`config.mk`:
```
export PLATFORM = sky130hd
export DESIGN_NAME = spi_display_command_and_pixel_engine
export DESIGN_NICKNAME = d
export VERILOG_FILES = /design/src/rtl/core/sdce_pkg.sv /design/src/rtl/core/sdce_front.sv /design/src/rtl/core/sdce_queue.sv /design/src/rtl/core/sdce_back.sv /design/src/rtl/core/spi_display_command_and_pixel_engine.sv
export SDC_FILE = /design/constraint.sdc
export NUM_CORES = 1
export LEC_CHECK = 0
export BUFFER_PORTS_ARGS = -buffer_cell sky130_fd_sc_hd__buf_4
export CORE_ASPECT_RATIO = 0.9
export CORE_MARGIN = 3
export CORE_UTILIZATION = 45
export CTS_CLUSTER_SIZE = 10
export DETAILED_ROUTE_END_ITERATION = 8
export GPL_TIMING_DRIVEN = 0
export PLACE_DENSITY = 0.68
export SETUP_SLACK_MARGIN = 0.05
export SLEW_MARGIN = 5
export SYNTH_ARGS = -nofsm -noshare
export SYNTH_HDL_FRONTEND = slang
export SYNTH_HIERARCHICAL = 1
export SYNTH_SLANG_ARGS = --single-unit
```
`constraint.sdc`:
```
create_clock -name clk -period 7.3 [get_ports clk]
set_input_delay 0.73 -clock clk [delete_from_list [all_inputs] [get_ports clk]]
set_output_delay 0.73 -clock clk [all_outputs]
set_load 0.01 [all_outputs]
```
`src/rtl/core/sdce_pkg.sv`:
```
// Package for the display command and pixel engine: channel payload structs,
// command codes, scan-mode bits and the argument count table. No dependencies.
`timescale 1ns / 1ps
`default_nettype none
package sdce_pkg;

    localparam logic [1:0] FUNC_BYTE    = 2'd0;
    localparam logic [1:0] FUNC_CS_ON   = 2'd1;
    localparam logic [1:0] FUNC_CS_OFF  = 2'd2;
    localparam logic [1:0] FUNC_HWRESET = 2'd3;

    localparam logic [7:0] OP_SWRESET = 8'h01;
    localparam logic [7:0] OP_CASET   = 8'h2a;
    localparam logic [7:0] OP_RASET   = 8'h2b;
    localparam logic [7:0] OP_RAMWR   = 8'h2c;
    localparam logic [7:0] OP_MADCTL  = 8'h36;
    localparam logic [7:0] OP_PWCTR1  = 8'hc0;

    localparam int BIT_MY = 7;
    localparam int BIT_MX = 6;
    localparam int BIT_MV = 5;

    localparam logic [16:0] ROW_SHIFT = 17'd32;
    localparam logic [31:0] OPAQUE    = 32'hff000000;

    localparam logic       REG_WIDTH  = 1'b0;
    localparam logic       REG_HEIGHT = 1'b1;

    localparam logic       KIND_PIXEL = 1'b0;
    localparam logic       KIND_CLEAR = 1'b1;

    typedef struct packed {
        logic [1:0] func;
        logic       dc;
        logic [7:0] data_byte;
    } in_item_t;

    typedef struct packed {
        logic        kind;
        logic [17:0] pixel_index;
        logic [31:0] color;
    } out_item_t;

    // Work handed from the front part to the back part.
    typedef enum logic [3:0] {
        JOB_PIXEL   = 4'b0001,
        JOB_SOFTRST = 4'b0010,
        JOB_HWRST   = 4'b0100,
        JOB_CMD     = 4'b1000
    } job_kind_t;

    typedef struct packed {
        job_kind_t   kind;
        logic [7:0]  op;
        logic [15:0] pix;
        logic [31:0] args;
    } job_t;

    function automatic logic [4:0] arg_count(input logic [7:0] op);
        logic [4:0] n;
        unique case (op)
            8'h36, 8'hc1, 8'hb4, 8'hc5, 8'h3a: n = 5'd1;
            8'hc2, 8'hc3, 8'hc4, 8'hb6:        n = 5'd2;
            8'hb1, 8'hb2, 8'hc0:               n = 5'd3;
            8'h2a, 8'h2b:                      n = 5'd4;
            8'hb3:                             n = 5'd6;
            8'he0, 8'he1:                      n = 5'd16;
            default:                           n = 5'd0;
        endcase
        return n;
    endfunction

endpackage
`default_nettype wire

```
`src/rtl/core/sdce_front.sv`:
```
// Front part: command tracking, argument capture and pixel byte pairing.
// Emits jobs for the back part. Depends on sdce_pkg.
`timescale 1ns / 1ps
`default_nettype none
module sdce_front #(
    parameter int ARG_DEPTH = 16
) (
    input  wire logic              clk,
    input  wire logic              rst_n,
    input  wire logic              in_go,
    input  sdce_pkg::in_item_t     item,
    output logic                   job_valid,
    output sdce_pkg::job_t         job
);
    localparam int AW = $clog2(ARG_DEPTH);

    logic       mem_wr_reg, mem_wr_next;
    logic [7:0] cmd_reg, cmd_next;
    logic [4:0] exp_reg, exp_next;
    logic [4:0] rcv_reg, rcv_next;
    logic       hi_pend_reg, hi_pend_next;
    logic [7:0] hi_byte_reg, hi_byte_next;
    logic [7:0] arg_mem [ARG_DEPTH];
    logic       arg_we;
    logic [4:0] rcv_inc;
    logic [7:0] a0, a1, a2, a3;

    // Only the first four arguments feed any command.
    assign a0 = arg_mem[0];
    assign a1 = (ARG_DEPTH > 1) ? arg_mem[AW'(1)] : 8'h00;
    assign a2 = (ARG_DEPTH > 2) ? arg_mem[AW'(2)] : 8'h00;
    assign rcv_inc = rcv_reg + 5'd1;

    always_comb
    begin
        mem_wr_next  = mem_wr_reg;
        cmd_next     = cmd_reg;
        exp_next     = exp_reg;
        rcv_next     = rcv_reg;
        hi_pend_next = hi_pend_reg;
        hi_byte_next = hi_byte_reg;
        arg_we       = 1'b0;
        job_valid    = 1'b0;
        job.kind     = sdce_pkg::JOB_CMD;
        job.op       = cmd_reg;
        job.pix      = {hi_byte_reg, item.data_byte};
        // The newest argument byte bypasses the store.
        a3           = item.data_byte;
        job.args     = {a0, a1, a2, a3};
        if (rcv_reg == 5'd3)
        begin
            job.args = {a0, a1, a2, item.data_byte};
        end
        else if (rcv_reg == 5'd0)
        begin
            job.args = {item.data_byte, a1, a2, arg_mem[AW'(3) & AW'(ARG_DEPTH - 1)]};
        end
        if (in_go)
        begin
            unique case (item.func)
                sdce_pkg::FUNC_CS_ON:
                begin
                    cmd_next = 8'h00; exp_next = 5'd0; rcv_next = 5'd0;
                    hi_pend_next = 1'b0;
                end
                sdce_pkg::FUNC_CS_OFF: hi_pend_next = 1'b0;
                sdce_pkg::FUNC_HWRESET:
                begin
                    hi_pend_next = 1'b0; mem_wr_next = 1'b0;
                    job_valid = 1'b1; job.kind = sdce_pkg::JOB_HWRST;
                end
                default:
                begin
                    if (!item.dc)
                    begin
                        mem_wr_next  = 1'b0;
                        hi_pend_next = 1'b0;
                        cmd_next     = item.data_byte;
                        exp_next     = sdce_pkg::arg_count(item.data_byte);
                        rcv_next     = 5'd0;
                        if (exp_next == 5'd0)
                        begin
                            if (item.data_byte == sdce_pkg::OP_RAMWR)
                                mem_wr_next = 1'b1;
                            else if (item.data_byte == sdce_pkg::OP_SWRESET)
                            begin
                                job_valid = 1'b1; job.kind = sdce_pkg::JOB_SOFTRST;
                            end
                        end
                    end
                    else if (mem_wr_reg)
                    begin
                        hi_pend_next = !hi_pend_reg;
                        if (!hi_pend_reg)
                            hi_byte_next = item.data_byte;
                        else
                        begin
                            job_valid = 1'b1; job.kind = sdce_pkg::JOB_PIXEL;
                        end
                    end
                    else if (rcv_reg < exp_reg)
                    begin
                        arg_we   = rcv_reg < 5'(ARG_DEPTH);
                        rcv_next = rcv_inc;
                        if (rcv_inc == exp_reg)
                        begin
                            rcv_next = 5'd0;
                            unique case (cmd_reg)
                                sdce_pkg::OP_RAMWR: mem_wr_next = 1'b1;
                                sdce_pkg::OP_SWRESET, sdce_pkg::OP_PWCTR1:
                                begin
                                    mem_wr_next = 1'b0;
                                    job_valid = 1'b1; job.kind = sdce_pkg::JOB_SOFTRST;
                                end
                                sdce_pkg::OP_MADCTL, sdce_pkg::OP_CASET,
                                sdce_pkg::OP_RASET: job_valid = 1'b1;
                                default: ;
                            endcase
                        end
                    end
                end
            endcase
        end
    end

    always_ff @(posedge clk)
    begin
        if (arg_we)
            arg_mem[rcv_reg[AW-1:0]] <= item.data_byte;
    end

    always_ff @(posedge clk or negedge rst_n)
    begin
        if (!rst_n)
        begin
            mem_wr_reg  <= 1'b0;
            cmd_reg     <= 8'h00;
            exp_reg     <= 5'd0;
            rcv_reg     <= 5'd0;
            hi_pend_reg <= 1'b0;
            hi_byte_reg <= 8'h00;
        end
        else
        begin
            mem_wr_reg  <= mem_wr_next;
            cmd_reg     <= cmd_next;
            exp_reg     <= exp_next;
            rcv_reg     <= rcv_next;
            hi_pend_reg <= hi_pend_next;
            hi_byte_reg <= hi_byte_next;
        end
    end
endmodule
`default_nettype wire

```
`src/rtl/core/sdce_queue.sv`:
```
// Short request queue between the front and back parts.
// Depends on sdce_pkg.
`timescale 1ns / 1ps
`default_nettype none
module sdce_queue (
    input  wire logic       clk,
    input  wire logic       rst_n,
    input  wire logic       wr,
    input  sdce_pkg::job_t  wdata,
    output logic            full,
    output logic            valid,
    input  wire logic       rd,
    output sdce_pkg::job_t  rdata
);
    sdce_pkg::job_t mem [4];
    logic [2:0] wp_reg, rp_reg;

    assign valid = wp_reg != rp_reg;
    assign full  = (wp_reg[1:0] == rp_reg[1:0]) && (wp_reg[2] != rp_reg[2]);
    assign rdata = mem[rp_reg[1:0]];

    always_ff @(posedge clk)
    begin
        if (wr)
            mem[wp_reg[1:0]] <= wdata;
    end

    always_ff @(posedge clk or negedge rst_n)
    begin
        if (!rst_n)
        begin
            wp_reg <= 3'd0;
            rp_reg <= 3'd0;
        end
        else
        begin
            if (wr) wp_reg <= wp_reg + 3'd1;
            if (rd) rp_reg <= rp_reg + 3'd1;
        end
    end
endmodule
`default_nettype wire

```
`src/rtl/core/sdce_back.sv`:
```
// Back part: window and scan state, pixel mirroring, bounds check, color
// expansion and the output register. Depends on sdce_pkg.
`timescale 1ns / 1ps
`default_nettype none
module sdce_back #(
    parameter int MAX_DIM = 512
) (
    input  wire logic              clk,
    input  wire logic              rst_n,
    input  wire logic [9:0]        width_cfg,
    input  wire logic [9:0]        height_cfg,
    input  wire logic              job_valid,
    input  sdce_pkg::job_t         job,
    output logic                   job_take,
    output logic                   out_valid,
    output sdce_pkg::out_item_t    out_item,
    input  wire logic              out_stall
);
    localparam logic [9:0] MAXD = (MAX_DIM > 1023) ? 10'd1023 : 10'(MAX_DIM);

    logic [7:0]  scan_reg;
    logic [16:0] ccol_reg, crow_reg;
    logic [15:0] wcf_reg, wcl_reg, wrf_reg, wrl_reg;
    logic        ov_reg, ov_next;
    sdce_pkg::out_item_t o_reg;
    logic [9:0]  w, h;
    logic        mv, mxc, myr, rows, emit;
    logic [17:0] x, y;
    logic [16:0] nc, nr;
    logic [15:0] first, last;
    logic [4:0]  r5, b5;
    logic [5:0]  g6;

    assign w = (width_cfg > MAXD) ? MAXD : width_cfg;
    assign h = (height_cfg > MAXD) ? MAXD : height_cfg;
    assign mv  = scan_reg[sdce_pkg::BIT_MV];
    assign mxc = mv ? scan_reg[sdce_pkg::BIT_MX] : scan_reg[sdce_pkg::BIT_MY];
    assign myr = mv ? scan_reg[sdce_pkg::BIT_MY] : scan_reg[sdce_pkg::BIT_MX];
    assign x = mxc ? 18'({8'h00, w}) - 18'd1 - {1'b0, ccol_reg} : {1'b0, ccol_reg};
    assign y = myr ? 18'({8'h00, h}) - 18'd1 - {1'b0, crow_reg} : {1'b0, crow_reg};
    assign emit = !x[17] && !y[17] && (x < 18'(w)) && (y < 18'(h));
    assign r5 = job.pix[15:11];
    assign g6 = job.pix[10:5];
    assign b5 = job.pix[4:0];
    assign first = job.args[31:16];
    assign last  = job.args[15:0];
    assign rows  = (job.op == sdce_pkg::OP_RASET) ^ mv;

    assign job_take  = job_valid && !(ov_reg && out_stall);
    assign out_valid = ov_reg;
    assign out_item  = o_reg;

    // Hold a stalled result; otherwise load what the taken job produces.
    always_comb
    begin
        ov_next = ov_reg && out_stall;
        if (job_take)
        begin
            if (job.kind == sdce_pkg::JOB_PIXEL)
                ov_next = emit;
            else if (job.kind == sdce_pkg::JOB_HWRST)
                ov_next = 1'b1;
            else
                ov_next = 1'b0;
        end
    end

    always_comb
    begin
        nc = ccol_reg;
        nr = crow_reg;
        if (mv)
        begin
            nr = crow_reg + 17'd1;
            if (nr > 17'(wrl_reg))
            begin
                nr = 17'(wrf_reg);
                nc = ccol_reg + 17'd1;
                if (nc > 17'(wcl_reg)) nc = 17'(wcf_reg);
            end
        end
        else
        begin
            nc = ccol_reg + 17'd1;
            if (nc > 17'(wcl_reg))
            begin
                nc = 17'(wcf_reg);
                nr = crow_reg + 17'd1;
                if (nr > 17'(wrl_reg)) nr = 17'(wrf_reg);
            end
        end
    end

    always_ff @(posedge clk)
    begin
        if (job_take)
        begin
            if (job.kind == sdce_pkg::JOB_HWRST)
            begin
                o_reg.kind <= sdce_pkg::KIND_CLEAR;
                o_reg.pixel_index <= 18'd0;
                o_reg.color <= sdce_pkg::OPAQUE;
            end
            else
            begin
                o_reg.kind <= sdce_pkg::KIND_PIXEL;
                o_reg.pixel_index <= 18'(y * 18'(w) + x);
                o_reg.color <= sdce_pkg::OPAQUE | {8'h00, r5, r5[4:2], g6, g6[5:4], b5, b5[4:2]};
            end
        end
    end

    always_ff @(posedge clk or negedge rst_n)
    begin
        if (!rst_n)
        begin
            ov_reg <= 1'b0;
            scan_reg <= 8'h00;
            ccol_reg <= 17'd0; crow_reg <= 17'd0;
            wcf_reg <= 16'd0; wrf_reg <= 16'd0;
            wcl_reg <= 16'd239; wrl_reg <= 16'd319;
        end
        else
        begin
            ov_reg <= ov_next;
            if (job_take)
            begin
                unique case (job.kind)
                    sdce_pkg::JOB_PIXEL:
                    begin
                        ccol_reg <= nc; crow_reg <= nr;
                    end
                    sdce_pkg::JOB_SOFTRST, sdce_pkg::JOB_HWRST:
                    begin
                        scan_reg <= 8'h00;
                        ccol_reg <= 17'd0; crow_reg <= 17'd0;
                        wcf_reg <= 16'd0; wrf_reg <= 16'd0;
                        if (w != 10'd0 && h != 10'd0)
                        begin
                            wcl_reg <= 16'(w) - 16'd1; wrl_reg <= 16'(h) - 16'd1;
                        end
                        else
                        begin
                            wcl_reg <= 16'd127; wrl_reg <= 16'd127;
                        end
                    end
                    default:
                    begin
                        if (job.op == sdce_pkg::OP_MADCTL)
                            scan_reg <= job.args[31:24];
                        else if (rows)
                        begin
                            if (scan_reg[sdce_pkg::BIT_MY])
                            begin
                                wrf_reg <= (first >= 16'd32) ? first - 16'd32 : first;
                                wrl_reg <= (last >= 16'd32) ? last - 16'd32 : last;
                                crow_reg <= (17'(first) >= sdce_pkg::ROW_SHIFT) ?
                                    17'(first) - sdce_pkg::ROW_SHIFT : 17'(first);
                            end
                            else
                            begin
                                wrf_reg <= first; wrl_reg <= last; crow_reg <= 17'(first);
                            end
                        end
                        else
                        begin
                            wcf_reg <= first; wcl_reg <= last; ccol_reg <= 17'(first);
                        end
                    end
                endcase
            end
        end
    end
endmodule
`default_nettype wire

```
`src/rtl/core/spi_display_command_and_pixel_engine.sv`:
```
// Top level of the display command and pixel engine.
// Depends on sdce_pkg, sdce_front, sdce_queue and sdce_back.
//
// Usage:
//   in_valid/in_stall/in_data carry one request per cycle while in_stall is low:
//   a bus byte (command or data), a chip-select edge or a hardware reset.
//   out_valid/out_stall/out_data carry pixel writes and clear-frame requests.
//   cfg_we/cfg_index/cfg_data write display width (0) and height (1); write
//   only while idle.
// Throughput: one request per cycle while in_stall is low. The front part
//   decodes each request as it is accepted; the back part takes one queued job
//   per cycle unless a stalled result is held, and drives a registered output.
// Output: an in-bounds pixel or a clear request is written into the queue
//   when the completing request is accepted, then loaded into the output
//   register when the back part takes it from the queue.
// Stall: when out_stall holds a result, the back part stops draining the
//   four-entry queue; in_stall rises once the queue is full.
// Reset: rst_n clears the command tracking, the scan mode, the cursors and
//   the window (240 x 320 frame); argument storage is left undefined.
`timescale 1ns / 1ps
`default_nettype none
module spi_display_command_and_pixel_engine #(
    parameter int MAX_DIM   = 512,
    parameter int ARG_DEPTH = 16
) (
    input  wire logic              clk,
    input  wire logic              rst_n,
    input  wire logic              in_valid,
    output logic                   in_stall,
    input  sdce_pkg::in_item_t     in_data,
    output logic                   out_valid,
    input  wire logic              out_stall,
    output sdce_pkg::out_item_t    out_data,
    input  wire logic              cfg_we,
    input  wire logic              cfg_index,
    input  wire logic [9:0]        cfg_data
);
    logic [9:0] width_reg, height_reg;
    logic in_go, fj_valid, q_full, q_valid, q_take;
    sdce_pkg::job_t fj, qj;

    assign in_stall = q_full;
    assign in_go    = in_valid && !q_full;

    // Hold the frame size; take a write in any cycle.
    always_ff @(posedge clk or negedge rst_n)
    begin
        if (!rst_n)
        begin
            width_reg  <= 10'd240;
            height_reg <= 10'd320;
        end
        else if (cfg_we)
        begin
            if (cfg_index == sdce_pkg::REG_WIDTH) width_reg <= cfg_data;
            else                                  height_reg <= cfg_data;
        end
    end

    sdce_front #(.ARG_DEPTH(ARG_DEPTH)) u_front (
        .clk(clk), .rst_n(rst_n), .in_go(in_go), .item(in_data),
        .job_valid(fj_valid), .job(fj)
    );

    sdce_queue u_queue (
        .clk(clk), .rst_n(rst_n), .wr(fj_valid), .wdata(fj), .full(q_full),
        .valid(q_valid), .rd(q_take), .rdata(qj)
    );

    sdce_back #(.MAX_DIM(MAX_DIM)) u_back (
        .clk(clk), .rst_n(rst_n), .width_cfg(width_reg), .height_cfg(height_reg),
        .job_valid(q_valid), .job(qj), .job_take(q_take),
        .out_valid(out_valid), .out_item(out_data), .out_stall(out_stall)
    );

`ifndef ASSERT_OFF
    // A held result must not change while stalled.
    a_hold: assert property (@(posedge clk) disable iff (!rst_n)
        out_valid && out_stall |=> out_valid && $stable(out_data))
        else $error("result changed under stall");
    // The queue never takes a job while full.
    a_noovf: assert property (@(posedge clk) disable iff (!rst_n)
        !(fj_valid && q_full))
        else $error("queue overflow");
    // A clear-frame result always has index zero.
    a_clear: assert property (@(posedge clk) disable iff (!rst_n)
        out_valid && out_data.kind |-> out_data.pixel_index == 18'd0)
        else $error("clear with nonzero index");
`endif
endmodule
`default_nettype wire
```
# Word level (Yosys, flattened, before mapping)
# Memories as Yosys holds them, arrays and structs flattened.
# Cells that the tools add are included.
[totals] input_bits=27 regBits=212 elab_cells=250 n_memories=2 out_inout_bits=53 mem_bits_rw=368
[mem_list] name="u_queue.mem" depth=4 word_bits=60 rd=1 rd_clocked_by_memory_dff=0 write_ports=1 line_no="sdce_queue.sv:15" rtl="sdce_pkg::job_t mem [4];"
[mem_list] name="u_front.arg_mem" depth=16 word_bits=8 rd=4 rd_clocked_by_memory_dff=0 write_ports=1 line_no="sdce_front.sv:23" rtl="logic [7:0] arg_mem [ARG_DEPTH];"
[op_classes] eq_ne=48 mul=1 magnitude_cmp=11 n_mux=101 addsub=15 reduce_logical=43 n_bitwise=7
[op_table] operator="16-bit two-way mux" n=14
[op_table] operator="17-bit two-way mux" n=12
[op_table] operator="16-bit case mux with 2 select lines" n=4
[op_table] operator="8-bit equality test (second input constant)" n=14
[op_table] operator="8-bit by 6-bit equality test with 1-bit output (second input constant)" n=11
[op_table] operator="17-bit case mux with 2 select lines" n=2
[op_table] operator="32-bit two-way mux" n=2
[op_table] operator="51-bit two-way mux" n=1
[op_table] operator="16-bit by 6-bit >= comparator with 1-bit output (second input constant)" n=3
[op_table] operator="10-bit by 1-bit subtractor with 11-bit output (second input constant)" n=4
[op_table] operator="4-bit two-way mux" n=10
[op_table] operator="5-bit two-way mux" n=8
[op_table] operator="18-bit by 10-bit < comparator with 1-bit output" n=2
[op_table] operator="18-bit two-way mux" n=2
[op_table] operator="18-bit by 17-bit subtractor with 18-bit output" n=2
[op_table] operator="17-bit by 1-bit adder with 17-bit output (second input constant)" n=2
[op_table] operator="17-bit by 16-bit greater-than comparator with 1-bit output" n=2
[op_table] operator="1-bit two-way mux" n=34
[op_table] operator="8-bit case mux with 2 select lines" n=2
[op_table] operator="16-bit by 6-bit subtractor with 16-bit output (second input constant)" n=2
[op_table] operator="5-bit case mux with 6 select lines" n=1
[op_table] operator="10-bit greater-than comparator (second input constant)" n=2
[op_table] operator="10-bit two-way mux" n=2
[op_table] operator="5-bit case mux with 2 select lines" n=2
[op_table] operator="other kinds (42)" n=86

# Depth between registers and ports, before layout
[depth] word_depth=13 depth_mapped=35 mapped_depth_nobuf=33

# Modules after synthesis
# The synthesis kept the hierarchy.
[by_module_without_submodules] module="sdce_back" area_per_inst_um2=14893.0 n_inst=1 seq_area_each_um2=3621.0 cells_each=1737
[by_module_without_submodules] module="sdce_queue" area_per_inst_um2=9076.2 n_inst=1 seq_area_each_um2=7357.1 cells_each=344
[by_module_without_submodules] module="sdce_front" area_per_inst_um2=3181.8 n_inst=1 seq_area_each_um2=1636.6 cells_each=284
[by_module_without_submodules] module="spi_display_command_and_pixel_engine" area_per_inst_um2=773.2 n_inst=1 seq_area_each_um2=508.0 cells_each=44

# Worst setup path after synthesis
# No wires, ideal clock.
[synth_timing] kind="register to register" from="register height_reg[9]" to="register u_back.o_reg, in the netlist u_back/out_item[49], data pin" required_ns=7.034 period_less_slack_ns=7.983 n_path_buf=2 t_arrival_ns=7.717 stages_incl_launch_ff=35 setup_slack_ns=-0.683 setup_time_ns=0.266 cell_sequence="dfrtp_1 inv_1 buf_1 nand2_1 ha_1 nand2_1 o21bai_1 o21ai_0 ha_1 nor4_1 inv_1 o21ai_0 xor2_1 o21ai_0 clkbuf_1 nand2_1 fa_1 fa_1 inv_1 fa_1 fa_1 inv_1 fa_1 inv_1 ha_1 and2_1 o21ai_0 o311ai_0 a21o_1 a21o_1 a21o_1 a21oi_1 o21ai_0 xor3_1 nor2_1"
[synth_between] elab_chain_len=7
[synth_rtl] item="start: declaration" line_no="spi_display_command_and_pixel_engine.sv:38" rtl="logic [9:0] width_reg, height_reg;"
[synth_rtl] item="start signal: assignment" line_no="spi_display_command_and_pixel_engine.sv:56" rtl="else height_reg <= cfg_data;"
[synth_rtl] item="10-bit greater-than comparator" line_no="sdce_back.sv:35" rtl="assign h = (height_cfg > MAXD) ? MAXD : height_cfg;"
[synth_rtl] item="10-bit two-way mux *" line_no="sdce_back.sv:35"
[synth_rtl] item="10-bit by 1-bit subtractor with 11-bit output *" line_no="sdce_back.sv:40" rtl="assign y = myr ? 18'({8'h00, h}) - 18'd1 - {1'b0, crow_reg} : {1'b0, crow_reg};"
[synth_rtl] item="18-bit by 17-bit subtractor with 18-bit output *" line_no="sdce_back.sv:40"
[synth_rtl] item="18-bit two-way mux *" line_no="sdce_back.sv:40"
[synth_rtl] item="18-bit by 10-bit multiplier with 18-bit output *" line_no="sdce_back.sv:107" rtl="o_reg.pixel_index <= 18'(y * 18'(w) + x);"
[synth_rtl] item="18-bit adder *" line_no="sdce_back.sv:107"
[synth_rtl] item="end: declaration" line_no="sdce_back.sv:25" rtl="sdce_pkg::out_item_t o_reg;"
# Every way passes the cells marked *; elsewhere a longest branch is shown, timed or not.
# A chain may end at the register's enable or synchronous reset.

# Final worst setup path
# Ends and elaborated chain as after synthesis.

==> impl_metrics.json <==
{
  "outcome": "complete, but fails checks",
  "violations": "setup timing",
  "maxCapViolCount": 0,
  "synthTopCellsByCount": "edfxtp_1, nand2_1, inv_1, ha_1, nor2_1",
  "yosysMostFrequentCell": "edfxtp_1",
  "max-slew-margin-rel_pct": 31.59,
  "slowest_delay_ns": 0.53,
  "grt_max_degree": 95,
  "ys_ff_latch": 462,
  "tightest_slew_ns": 1.015,
  "cp.required_ns": 7.62,
  "place.gp.congestion": 0.9336,
  "critPathMostFrequentCell": "fa_1",
  "io_buffers": 70,
  "cts_sinks": 462,
  "clockBufferDepth": 3,
  "ys_seq_area_share_pct": 46.99,
  "drive_gt1_share_pct": 21.24,
  "r2r_slack_ns": -0.40,
  "hold_viol": 0,
  "wire_per_inst_um": 21.94,
  "fin_ws_ns": -0.3977,
  "cp-start-kind": "register",
  "critical-path-top-delay-family": "adder cells",
  "drtPass1Iterations": 6,
  "synthesis.area_mm2": 0.02792,
  "placed_area_mm2": 0.02980,
  "coreArea_mm2": 0.06062,
  "track_usage_pct": 23.30,
  "grt_pass1_vias": 20180,
  "syn_inst": 2409,
  "cts_made_buffers": 53,
  "rr_startpoint": "height_reg[9]$_DFFE_PN0P_",
  "syn_avg_cell_area_um2": 11.59,
  "ioPinCount": 80,
  "end_kind": "register",
  "drt_iter0_markers": 1568,
  "synth-async-reset-ratio_pct": 33.55,
  "synth_cell_types": 92,
  "hpwl_um": 55450,
  "ctsHoldBuffers": 0,
  "yosysTopAreaCellShare_pct": 33.01,
  "post-route-period-util_pct": 105.4,
  "start_util_pct": 46.06,
  "setup.worst_path.start": "height_reg[9]$_DFFE_PN0P_",
  "drtAntennaViolNets": 0,
  "grt_setup_unrepaired": "yes",
  "synthTopCellsByArea": "edfxtp_1, dfrtp_1, fa_1, ha_1, mux4_2",
  "yosys.area.top_type": "edfxtp_1",
  "cts_tree": "yes",
  "finClkSkew_ns": 0.02345,
  "critPathSlowestCell": "fa_1",
  "final_area_mm2": 0.03290,
  "overflow": 0,
  "antenna_found_initial": 0,
  "dieHeight_um": 242.3,
  "layout_min_cycle_time_ns": 7.698,
  "synth_flop_cell": "edfxtp_1",
  "setup_viol": 3,
  "wl_um": 75850,
  "vias": 19900,
  "largest_reg_flops": 240,
  "fp.dieW_um": 268.6,
  "fmax_ghz": 0.1299,
  "cp.arrival_ns": 8.01,
  "hold_slack_ns": 0.08604,
  "hold_class": "in2async",
  "drcViolationCount": 0,
  "synthToLayoutAreaGrowth_pct": 17.80,
  "fin_nets": 2908,
  "die_area_mm2": 0.06508,
  "path_max_fanout": 5,
  "synth-edff-count": 307,
  "h-tree-depth": 2,
  "timing.setup.tns_ns": -0.8247,
  "clk_latency_ns": 0.61,
  "root_buffer": "clkbuf_16",
  "synth_warnings": 6,
  "grt_pass1_wl_um": 117500,
  "worstSetupPathType": "reg2reg",
  "drv_slew": 0,
  "worst-path-buf-inv": 4,
  "diodes": 0,
  "row_count": 85,
  "clkTransAtPathRegs_ns": 0.06,
  "viasPerCell": 5.755
}
-- logic make-up (layout without fill, tap and decap cells) --
| kind of cell | Yosys count | count (layout) | synth area share [%] |
|---|---|---|---|
| AND/OR/NAND/NOR | 685 | 685 | 12.00 |
| XOR/XNOR | 113 | 113 | 3.746 |
| adder cells (fa/ha/maj) | 252 | 252 | 14.09 |
| multiplexers | 158 | 158 | 8.688 |
| AO/OA/AOI/OAI | 387 | 387 | 9.006 |
| buffers and inverters | 351 | 609 | 5.462 |
| other | 1 | 8 | 0.01343 |
| flip-flops | 462 | 462 | 46.99 |
-- cells in the final DEF, fill, tap and decap left out, types with 10 or more instances in the layout --
master     netlist  layout
nand4_1         15      15
nor4_1          19      15
clkbuf_1        74     102
nand2b_1        26      26
nor3_1          46      42
clkbuf_16        0      53
a31oi_1         19      18
dfrtp_1        135     132
o221ai_1        15      15
ha_4             0      15
a211oi_1        14      13
o21ai_2          0      11
nor2_1         137     131
edfxtp_1       307     307
xnor2_1         79      74
nand3_1         51      47
inv_1          234     222
dfstp_2         20      20
or3_1           11      11
buf_12           6      11
ha_1           148     132
xor2_1          30      27
and3_1          11      11
nand2_1        237     223
mux2_2          69      68
a22o_1          10      10
nor2b_1         45      44
a21o_1          22      22
mux2i_1         29      27
a21oi_1         74      66
o21a_1          29      29
fa_1           104      97
mux4_2          58      58
o21ai_0        114      99
buf_2            9      11
and2_1          36      31
inv_2            0      11
buf_4           24     164
-- through the flow --
step           worst slack [ns]  util (%)  instances
2_1_floorplan           0.05203         -       2416
3_3_place_gp             -1.376     48.87       3269
3_5_place_dp             -1.467     49.16       3275
4_1_cts                 -0.5257     53.21       3411
5_1_grt                 -0.6124     54.26       3457
6_report                -0.3977     54.26       3457
-- area by class of cell --
| class | count | area [µm²] |
|---|---|---|
| fillers | 5063 | 27730 |
| multi-input cells | 1603 | 14190 |
| flip-flops and latches | 462 | 13130 |
| clock buffers | 94 | 1490 |
| repair buffers | 159 | 1379 |
| well taps | 783 | 979.7 |
| inverters | 235 | 890.9 |
| plain buffers | 115 | 716.9 |
| clock inverters | 6 | 120.1 |
-- repair_timing --
item / CTS / global route
resized for setup: 115 / 64
buffers inserted: 37 / 46
setup endpoints to repair: 9 / 8
cloned: 0 / 0
pin swaps: 66 / 65
hold endpoints to repair: 0 / 0
-- worst register-to-register path: cells and delay by family, from the launching register on --
kind / cells / cell delay (ns)
compound gates: 5 / 1.40
xor+xnor: 9 / 1.90
fa+ha+maj: 7 / 2.82
buf+inv: 4 / 0.51
flops: 1 / 0.43
simple gates: 4 / 0.35
-- metal layers --
metal	GRT usage (%)	vias up	wire (µm)
met3	3.463	150	4726
met2	37.92	736	35950
met4	6.746	0	2446
met5	0	-	0
met1	32.51	10030	32720
li1	-	8978	-
-- path summary, 6_finish.rpt --
kind | to | cells past startpoint
min in group clk | width_reg[9]$_DFFE_PN0P_ | 2
worst min register to register | u_back/wrl_reg[5]$_DFFE_PN1P_ | 2
worst min-delay path | u_back/wrf_reg[13]$_DFFE_PN0P_ | 1
max in group asynchronous | u_front/rcv_reg[0]$_DFFE_PN0P_ | 2
worst max register to register | u_back/out_item[49]$_SDFFCE_PP0P_ | 29
worst max-delay path | u_back/out_item[49]$_SDFFCE_PP0P_ | 29
Power is not shown: default switching activity piles up to over one toggle a cycle in this logic, so the estimate is an artifact.
